<file path="src/sv/cdq_pkg.sv">
// shared types and constants of the circular double-ended queue
package cdq_pkg;

    localparam int DEPTH_DEF      = 16;
    localparam int DATA_WIDTH_DEF = 32;
    localparam int CMD_W          = 3;
    localparam int VALUE_W        = 32;
    localparam int STATUS_W       = 2;
    localparam int OCC_W          = 5;

    typedef enum logic [CMD_W-1:0] {
        CMD_PUSH_FRONT = 3'd0,
        CMD_PUSH_REAR  = 3'd1,
        CMD_POP_FRONT  = 3'd2,
        CMD_POP_REAR   = 3'd3,
        CMD_PEEK_FRONT = 3'd4,
        CMD_PEEK_REAR  = 3'd5
    } cmd_t;

    typedef enum logic [STATUS_W-1:0] {
        ST_DONE  = 2'd0,
        ST_FULL  = 2'd1,
        ST_EMPTY = 2'd2
    } status_t;

    // controller to datapath strobes
    typedef struct packed {
        logic capture;
        logic execute;
        logic load;
    } cdq_ctl_t;

endpackage

</file>
<file path="src/sv/cdq_ctrl.sv">
// controller state machine: input handshake, sequencing and output valid
module cdq_ctrl (
    input  logic             clk,
    input  logic             rst_n,
    input  logic             cmd_valid,
    output logic             cmd_ready,
    output logic             rsp_valid,
    input  logic             rsp_ready,
    output cdq_pkg::cdq_ctl_t ctl
);
    import cdq_pkg::*;

    typedef enum logic [2:0] {
        S_IDLE   = 3'b001,
        S_EXEC   = 3'b010,
        S_RESULT = 3'b100
    } state_t;

    state_t state_reg;
    state_t state_next;
    logic   rsp_valid_reg;
    logic   rsp_valid_next;

    // strobes to the datapath
    always_comb
    begin
        cmd_ready   = (state_reg == S_IDLE);
        ctl.capture = cmd_valid && (state_reg == S_IDLE);
        ctl.execute = (state_reg == S_EXEC);
        ctl.load    = (state_reg == S_RESULT) && (!rsp_valid_reg || rsp_ready);
    end

    // next state
    always_comb
    begin
        state_next = state_reg;
        case (state_reg)
            S_IDLE:
            begin
                if (cmd_valid)
                    state_next = S_EXEC;
            end
            S_EXEC:
                state_next = S_RESULT;
            S_RESULT:
            begin
                if (ctl.load)
                    state_next = S_IDLE;
            end
            default:
                state_next = S_IDLE;
        endcase
    end

    // output word valid: set on load, cleared when taken
    always_comb
    begin
        rsp_valid_next = rsp_valid_reg;
        if (ctl.load)
            rsp_valid_next = 1'b1;
        else if (rsp_ready)
            rsp_valid_next = 1'b0;
    end

    always_ff @(posedge clk or negedge rst_n)
    begin
        if (!rst_n)
        begin
            state_reg     <= S_IDLE;
            rsp_valid_reg <= 1'b0;
        end
        else
        begin
            state_reg     <= state_next;
            rsp_valid_reg <= rsp_valid_next;
        end
    end

    assign rsp_valid = rsp_valid_reg;

endmodule

</file>
<file path="src/sv/cdq_datapath.sv">
// datapath: pointers, count, slot memory and output registers
module cdq_datapath #(
    parameter int DEPTH      = cdq_pkg::DEPTH_DEF,
    parameter int DATA_WIDTH = cdq_pkg::DATA_WIDTH_DEF
) (
    input  logic                                  clk,
    input  logic                                  rst_n,
    input  cdq_pkg::cdq_ctl_t                     ctl,
    input  logic        [cdq_pkg::CMD_W-1:0]      command,
    input  logic signed [cdq_pkg::VALUE_W-1:0]    value,
    output logic        [cdq_pkg::STATUS_W-1:0]   status,
    output logic signed [cdq_pkg::VALUE_W-1:0]    read_data,
    output logic        [cdq_pkg::OCC_W-1:0]      occupancy,
    output logic                                  is_full,
    output logic                                  is_empty
);
    import cdq_pkg::*;

    localparam int PTR_W = $clog2(DEPTH);
    localparam int CNT_W = $clog2(DEPTH + 1);

    typedef enum logic [1:0] {
        RD_ZERO = 2'd0,
        RD_ONES = 2'd1,
        RD_MEM  = 2'd2
    } rd_sel_t;

    // control state
    logic [PTR_W-1:0] head_reg, head_next;
    logic [PTR_W-1:0] tail_reg, tail_next;
    logic [CNT_W-1:0] count_reg, count_next;

    // captured word and pending result
    logic [CMD_W-1:0]        cmd_reg;
    logic [VALUE_W-1:0]      value_reg;
    logic [STATUS_W-1:0]     res_status_reg, res_status_next;
    rd_sel_t                 res_sel_reg, res_sel_next;

    // slot memory
    logic [DATA_WIDTH-1:0]   mem [DEPTH];
    logic [DATA_WIDTH-1:0]   rd_data_reg;
    logic                    wr_en;
    logic [PTR_W-1:0]        wr_addr;
    logic [PTR_W-1:0]        rd_addr;
    logic [DATA_WIDTH+VALUE_W-1:0] wr_ext;
    logic [DATA_WIDTH-1:0]   wr_word;
    logic [VALUE_W+DATA_WIDTH-1:0] rd_ext;
    logic [OCC_W+CNT_W-1:0]  occ_ext;

    // output registers
    logic [STATUS_W-1:0]     status_reg;
    logic [VALUE_W-1:0]      read_data_reg;
    logic [OCC_W-1:0]        occupancy_reg;
    logic                    is_full_reg;
    logic                    is_empty_reg;

    // width fitting of stored and returned words
    assign wr_ext  = {{DATA_WIDTH{1'b0}}, value_reg};
    assign wr_word = wr_ext[DATA_WIDTH-1:0];
    assign rd_ext  = {{VALUE_W{1'b0}}, rd_data_reg};
    assign occ_ext = {{OCC_W{1'b0}}, count_reg};

    // command decode and pointer update
    always_comb
    begin
        head_next       = head_reg;
        tail_next       = tail_reg;
        count_next      = count_reg;
        res_status_next = ST_DONE;
        res_sel_next    = RD_ZERO;
        wr_en           = 1'b0;
        wr_addr         = head_reg;
        rd_addr         = head_reg;
        case (cmd_reg)
            CMD_PUSH_FRONT, CMD_PUSH_REAR:
            begin
                if (count_reg == CNT_W'(DEPTH))
                    res_status_next = ST_FULL;
                else
                begin
                    wr_en      = 1'b1;
                    count_next = count_reg + CNT_W'(1);
                    if (count_reg == '0)
                    begin
                        head_next = '0;
                        tail_next = '0;
                        wr_addr   = '0;
                    end
                    else if (cmd_reg == CMD_PUSH_FRONT)
                    begin
                        head_next = head_reg - PTR_W'(1);
                        wr_addr   = head_next;
                    end
                    else
                    begin
                        tail_next = tail_reg + PTR_W'(1);
                        wr_addr   = tail_next;
                    end
                end
            end
            CMD_POP_FRONT, CMD_POP_REAR:
            begin
                if (count_reg == '0)
                    res_status_next = ST_EMPTY;
                else
                begin
                    count_next = count_reg - CNT_W'(1);
                    // last word leaves the pointers where they are
                    if (count_reg > CNT_W'(1))
                    begin
                        if (cmd_reg == CMD_POP_FRONT)
                            head_next = head_reg + PTR_W'(1);
                        else
                            tail_next = tail_reg - PTR_W'(1);
                    end
                end
            end
            CMD_PEEK_FRONT, CMD_PEEK_REAR:
            begin
                if (count_reg == '0)
                begin
                    res_status_next = ST_EMPTY;
                    res_sel_next    = RD_ONES;
                end
                else
                begin
                    res_sel_next = RD_MEM;
                    rd_addr      = (cmd_reg == CMD_PEEK_FRONT) ? head_reg : tail_reg;
                end
            end
            default:
            begin
                res_status_next = ST_DONE;
            end
        endcase
    end

    // pointer and count registers
    always_ff @(posedge clk or negedge rst_n)
    begin
        if (!rst_n)
        begin
            head_reg  <= '0;
            tail_reg  <= '0;
            count_reg <= '0;
        end
        else if (ctl.execute)
        begin
            head_reg  <= head_next;
            tail_reg  <= tail_next;
            count_reg <= count_next;
        end
    end

    // input word capture and pending result
    always_ff @(posedge clk)
    begin
        if (ctl.capture)
        begin
            cmd_reg   <= command;
            value_reg <= value;
        end
        if (ctl.execute)
        begin
            res_status_reg <= res_status_next;
            res_sel_reg    <= res_sel_next;
        end
    end

    // slot memory write port
    always_ff @(posedge clk)
    begin
        if (ctl.execute && wr_en)
            mem[wr_addr] <= wr_word;
    end

    // slot memory registered read port
    always_ff @(posedge clk)
    begin
        if (ctl.execute)
            rd_data_reg <= mem[rd_addr];
    end

    // output word load
    always_ff @(posedge clk)
    begin
        if (ctl.load)
        begin
            status_reg    <= res_status_reg;
            occupancy_reg <= occ_ext[OCC_W-1:0];
            is_full_reg   <= (count_reg == CNT_W'(DEPTH));
            is_empty_reg  <= (count_reg == '0);
            case (res_sel_reg)
                RD_ZERO: read_data_reg <= '0;
                RD_ONES: read_data_reg <= '1;
                RD_MEM:  read_data_reg <= rd_ext[VALUE_W-1:0];
                default: read_data_reg <= '0;
            endcase
        end
    end

    assign status    = status_reg;
    assign read_data = read_data_reg;
    assign occupancy = occupancy_reg;
    assign is_full   = is_full_reg;
    assign is_empty  = is_empty_reg;

endmodule

</file>
<file path="src/sv/circular_double_ended_queue.sv">
// top level of the circular double-ended queue
//
//   channel   handshake               payload
//   cmd       cmd_valid / cmd_ready   command, value
//   rsp       rsp_valid / rsp_ready   status, read_data, occupancy, is_full, is_empty
//
// one command passes through capture, execute against pointers and the
// slot memory, then load of the output register (peek data comes from the
// registered memory read port issued during execute)
// a new command is taken while the previous word waits in the output register
// reset clears pointers, count and valids; slot contents are undefined until written
// a stalled output holds the load step until the output register frees up
module circular_double_ended_queue #(
    parameter int DEPTH      = cdq_pkg::DEPTH_DEF,
    parameter int DATA_WIDTH = cdq_pkg::DATA_WIDTH_DEF
) (
    input  logic                                  clk,
    input  logic                                  rst_n,
    input  logic                                  cmd_valid,
    output logic                                  cmd_ready,
    input  logic        [cdq_pkg::CMD_W-1:0]      command,
    input  logic signed [cdq_pkg::VALUE_W-1:0]    value,
    output logic                                  rsp_valid,
    input  logic                                  rsp_ready,
    output logic        [cdq_pkg::STATUS_W-1:0]   status,
    output logic signed [cdq_pkg::VALUE_W-1:0]    read_data,
    output logic        [cdq_pkg::OCC_W-1:0]      occupancy,
    output logic                                  is_full,
    output logic                                  is_empty
);
    import cdq_pkg::*;

    cdq_ctl_t ctl;

    // sequencing and handshakes
    cdq_ctrl u_ctrl (
        .clk       (clk),
        .rst_n     (rst_n),
        .cmd_valid (cmd_valid),
        .cmd_ready (cmd_ready),
        .rsp_valid (rsp_valid),
        .rsp_ready (rsp_ready),
        .ctl       (ctl)
    );

    // queue state and result
    cdq_datapath #(
        .DEPTH      (DEPTH),
        .DATA_WIDTH (DATA_WIDTH)
    ) u_datapath (
        .clk       (clk),
        .rst_n     (rst_n),
        .ctl       (ctl),
        .command   (command),
        .value     (value),
        .status    (status),
        .read_data (read_data),
        .occupancy (occupancy),
        .is_full   (is_full),
        .is_empty  (is_empty)
    );

endmodule

</file>
<file path="config.mk">
export PLATFORM = sky130hd
export DESIGN_NAME = circular_double_ended_queue
export DESIGN_NICKNAME = d
export VERILOG_FILES = /design/src/sv/cdq_pkg.sv /design/src/sv/cdq_ctrl.sv /design/src/sv/cdq_datapath.sv /design/src/sv/circular_double_ended_queue.sv
export SDC_FILE = /design/constraint.sdc
export NUM_CORES = 1
export LEC_CHECK = 0
export BUFFER_PORTS_ARGS = -buffer_cell sky130_fd_sc_hd__buf_2
export CAP_MARGIN = 0
export CORE_ASPECT_RATIO = 1.4
export CORE_UTILIZATION = 60
export DETAILED_ROUTE_END_ITERATION = 6
export PLACE_DENSITY = 0.86
export SETUP_SLACK_MARGIN = 0.2
export SLEW_MARGIN = 5
export SYNTH_ARGS = -nofsm -noshare
export SYNTH_HDL_FRONTEND = slang
export SYNTH_HIERARCHICAL = 1
export SYNTH_SLANG_ARGS = --single-unit
export TNS_END_PERCENT = 100
</file>
<file path="constraint.sdc">
create_clock -name clk -period 4.9 [get_ports clk]
set_input_delay 0.245 -clock clk [delete_from_list [all_inputs] [get_ports clk]]
set_output_delay 0.245 -clock clk [all_outputs]
set_load 0.005 [all_outputs]
</file>
**Word level (Yosys, flattened, before mapping)**

Memory sizes are Yosys's and may differ from the RTL's. A register that Yosys moved wholly into a read port is not among the register bits.
Cells that the tools add are included.

- Eq/ne operators: 20
- Multiplexer cells: 38
- Add/subtract/negate cells: 6
- Reductions and logical operators: 17
- Order comparisons: 1

Operator list:

| cell | count |
|---|---|
| $mux 4 | 19 |
| $pmux 32 s2 | 1 |
| $pmux 4 s2 | 2 |
| $reduce_and 7->1 | 2 |
| $mux 5 | 2 |
| $ne 2x2->1 const B | 5 |
| $pmux 5 s2 | 1 |
| $eq 3x2->1 const B | 3 |
| $eq 3x3->1 const B | 3 |
| $pmux 3 s3 | 1 |
| $add 4x1->4 const B | 2 |
| $sub 4x1->4 const B | 2 |
| $mux 1 | 7 |
| $eq 3x1->1 const B | 2 |
| $mux 3 | 2 |
| $reduce_or 2->1 | 3 |
| $add 5x1->5 const B | 1 |
| $eq 5x5->1 const B | 1 |
| $gt 5x1->1 const B | 1 |
| $logic_not 5->1 | 1 |
| $sub 5x1->5 const B | 1 |
| $mux 2 | 2 |
| $ne 2x1->1 const B | 2 |
| $pmux 2 s2 | 1 |
| other kinds (12) | 15 |

- Bits in writable memories: 512
- Output and inout port bits: 43
- Word-level logic and storage cells: 97
- Flip-flop bits (word level): 97
- Memories kept: 1

Memories:

| memory | depth | width | read ports | clocked after Yosys merged registers in | write ports | line | text |
|---|---|---|---|---|---|---|---|
| u_datapath.mem | 16 | 32 | 1 | 1 | 1 | cdq_datapath.sv:40 | `logic [DATA_WIDTH-1:0] mem [DEPTH];` |

**Longest topological paths before layout**

- Word-level depth: 6
- Gate-level depth with buffers: 11
- Depth with buffers taken out: 8

**Hierarchy**

The synthesis kept the hierarchy.

By module, submodules not included:

| module | cells an instance | seq. area each (µm²) | instances | area an instance (µm²) |
|---|---|---|---|---|
| cdq_datapath | 2,213 | 19,063.3 | 1 | 29,921.2 |
| cdq_ctrl | 20 | 101.3 | 1 | 229.0 |

**Worst setup path before layout**

No wires, ideal clock.

- Path type: reg-to-reg
- Start: register u_datapath.tail_reg[1]
- End: memory u_datapath/mem[1][0] (netlist bit), enable pin
- Slack: 894 ps
- Library setup time: 421 ps
- Path buffers: 3
- Arrival: 3,585 ps
- Period minus slack after synthesis: 4,006 ps
- Cell stages (with the launch flop): 10
- Cells stage by stage: dfrtp_1 > buf_2 > inv_1 > clkbuf_1 > buf_1 > ha_1 > nand2b_1 > a32o_1 > or2_2 > nor2_1

- Cells in the longest elaborated chain, start to end: 5

Ends and longest elaborated chain:

| item | line | text |
|---|---|---|
| start: declaration | cdq_datapath.sv:30 | `logic [PTR_W-1:0] tail_reg, tail_next;` |
| start signal: assignment | cdq_datapath.sv:150 | `tail_reg <= tail_next;` |
| $add 4x1->4 | cdq_datapath.sv:96 | `tail_next = tail_reg + PTR_W'(1);` |
| $mux 4 | cdq_datapath.sv:89 | `else if (cmd_reg == CMD_PUSH_FRONT)` |
| $mux 4 | cdq_datapath.sv:83 | `if (count_reg == '0)` |
| $mux 4 | cdq_datapath.sv:77 | `if (count_reg == CNT_W'(DEPTH))` |
| $mux 4 | cdq_datapath.sv:74 | `case (cmd_reg)` |
| end: declaration | cdq_datapath.sv:40 |  |

Every way passes these cells.

**Worst setup path in the final report**

- Start: register u_datapath.count_reg[0]
- End: register u_datapath.rd_data_reg[5], read port of u_datapath.mem (data pin)

- Cells in the longest elaborated chain, start to end: 3

Ends and longest elaborated chain:

| item | line | text |
|---|---|---|
| start: declaration | cdq_datapath.sv:31 | `logic [CNT_W-1:0] count_reg, count_next;` |
| start signal: assignment | cdq_datapath.sv:151 | `count_reg <= count_next;` |
| $logic_not 5->1 | cdq_datapath.sv:120 | `if (count_reg == '0)` |
| $mux 4 | cdq_datapath.sv:120 |  |
| $mux 4 | cdq_datapath.sv:74 |  |
| end: declaration | cdq_datapath.sv:41 | `logic [DATA_WIDTH-1:0] rd_data_reg;` |

Every way passes these cells.
A chain may end at the register's enable or synchronous reset.

==> reports/metrics.cfg <==
[synth]
synth.distinct_cells=77
syn-instance-count=2233
async_flop_share_pct=2.65
synth_area_per_cell_um2=13.5
seq_area_frac_synth_pct=63.6
netlist_top_cells_count=edfxtp_1 (624), a21oi_1 (207), clkbuf_1 (153)
yosysMostFrequentCell=edfxtp_1
yosysTopAreaCell=edfxtp_1
yosys_warnings=6
synth_edf_count=624
syn_nets=2282
synth_ff_type=edfxtp_1
netlist.area_leader.share_pct=62.1
yosys-top-cells-area=edfxtp_1 (62%), mux2i_1 (4.1%), a21oi_1 (3.4%)
syn_area_mm2=0.0302
ys_ff_latch=641

[sta]
post-route-min-period_ns=4.29
rsz0062_at_grt=no
setup_viol=0
max_slew.worst_pin.slew_ns=1.49
finalMaxSlewViolations=0
fin_skew_ns=0.0168
fmax_ghz=0.233
hold_violations=0
relSlewSlack_pct=0.206
fin_crit_sh_pct=87.6
finalSetupTns_ns=0
layout_setup_ws_ns=0.608

[die]
die_w_um=191
ios=82
fp.dieH_um=267
initial_utilization_pct=61.1
rows=96
core_area_mm2=0.0494
die-area_mm2=0.0512

[placed_design]
dpl_cell_area_mm2=0.0313
pre_cts_ws_ns=1.12
place.gp.congestion=0.921
io_buffers=81
post-dp-hpwl_um=53200

[clocking]
h-tree-depth=2
cts_buffers=58
root_buffer=clkbuf_16
insertion_delay_ns=0.62
cts_resized=0
clockBufferDepth=3
cts_tree=built
clock-sinks=641
post_cts_buffers=0
clkTransAtPathRegs_ns=0.07

[final_layout]
n_antenna_cell=0
drive_gt1_share_pct=17.4
final_area_mm2=0.0337
nFillCells=3159
top_register=u_datapath/mem
fin_nets=2310
synthToLayoutAreaGrowth_pct=11.8
largest_register_ffs=512

[global_routing]
antenna_found_initial=1
grt_usage_pct=36.3
grt-ovfl-total=0
grt_pass1_vias=21900
grt_pass1_wl_um=136000
grt_max_degree=117

[outcome]
status=complete, but fails checks
violations=design-rule violations, max-capacitance violations

[worst_setup_path]
worst_ep_arrival_time_ns=4.61
start_kind=flip-flop
crit_type=flip-flop to flip-flop
cp.required_ns=5.22
cp-end-kind=flip-flop
crit_fanout=49

[routing]
drc=2
vias_per_cell=7.53
drtAntennaViolNets=0
vias=22200
wirelength_um=91700
wl_per_cell_um=31.2
drt-initial-drc-count=3336
dr.pass1.iters=7

[power]
total_leakage_power_nw=10.8
ir_drop_mv=0.421
design_power_total_w=0.0178
powerDensity_mw_per_mm2=528

[worst_hold_path]
hold_class=primary input to asynchronous set/reset pin

[flow_run]
drv_cap=1

cell type report:
cell class	instances	area (um2)	area share, %
Clock inverter	36	444	1.32
Sequential cell	641	19200	56.9
Clock buffer	70	1570	4.65
Timing Repair Buffer	184	1450	4.30
Multi-Input combinational cell	1327	10100	29.9
Inverter	49	184	0.546
Tap cell	637	797	2.36
worst max-delay path, cell delays in order (launching register included):
cell      delay, ns
dfrtp_1        0.44
inv_1          0.14
ha_1           0.20
or4b_4         0.60
nand2_4        0.68
a31oi_4        0.48
a211oi_1       1.15
o311ai_0       0.28
cells by family (layout without fill, tap and decap cells):
kind of cell	count (synthesis)	count (layout)	synth area share, %
adders and majority gates	10	10	0.415
DFF	641	641	63.6
xor gates and xnor gates	7	7	0.203
and+or+nand+nor	286	286	5.11
muxes	235	235	9.35
AOI/OAI and AO/OA	789	789	17.7
buffers and inverters	265	339	3.63
layer usage:
metal	GRT usage (%)	share of wire, %
met1	42.6	31
met2	58.7	47
met3	7.74	12
met4	27.1	8.9
met5	0	0.019
cell usage in the layout (no fill, tap or decap), types with 7 or more instances in the layout:
cell,Yosys,routed
a21boi_0,35,35
and3_1,62,62
bufinv_16,0,10
nor3_1,7,7
o221ai_1,32,32
a211oi_1,126,126
ha_1,10,10
o22ai_1,63,63
o21ai_0,77,77
nor4_1,7,7
clkbuf_16,0,60
a21oi_1,207,207
o311ai_1,22,22
a21o_1,32,32
o2111ai_1,30,30
nand3_1,8,7
a221oi_1,11,11
o211ai_1,30,30
nor2_1,95,77
buf_4,10,51
a2111oi_0,45,45
o311ai_0,10,10
nand2b_1,41,41
clkinv_2,0,13
nor2_4,0,17
dlygate4sd3_1,0,38
mux4_2,29,29
clkbuf_1,153,7
dfrtp_1,16,10
a22oi_1,32,32
inv_1,46,45
edfxtp_1,624,624
nand2_1,25,24
buf_12,0,14
buf_2,31,81
mux2_2,82,82
mux2i_1,124,124
worst paths after layout:
| kind | from | end | slack [ns] | cells past startpoint |
|---|---|---|---|---|
| setup / recovery | u_datapath/count_reg[0] | u_datapath/rd_data_reg[5] | 0.61 | 7 |
| min in group clk | value[22] | u_datapath/value_reg[22] | 0.33 | 2 |
| setup reg to reg | u_datapath/count_reg[0] | u_datapath/rd_data_reg[5] | 0.61 | 7 |
| hold reg to reg | u_datapath/res_status_reg[0] | u_datapath/status[0] | 0.42 | 0 |
| max in group asynchronous | rst_n | u_datapath/tail_reg[0] | 4.47 | 2 |
| hold / removal | rst_n | u_datapath/head_reg[0] | 0.09 | 2 |
where the power goes:
group          internal (W)  switching (W)  leakage [nW]
Clock               0.00280        0.00201         0.985
Sequential          0.00662       0.000736          5.85
Combinational       0.00184        0.00378          3.94
timing repair:
action                                  CTS  global route
hold endpoints to repair                 54             0
endpoints found under the setup margin    0             0
hold buffers                             38             0
stage by stage:
stage               hold slack, ns  util, %  cells
floorplan                  -0.0506        -   2233
global placement             0.183     63.4   2800
detailed placement           0.198     63.4   2800
CTS                         0.0879     68.3   2944
global route                 0.162     68.3   2944
finish                      0.0914     68.3   2944
Note: power is estimated with default switching activity, not from simulation.
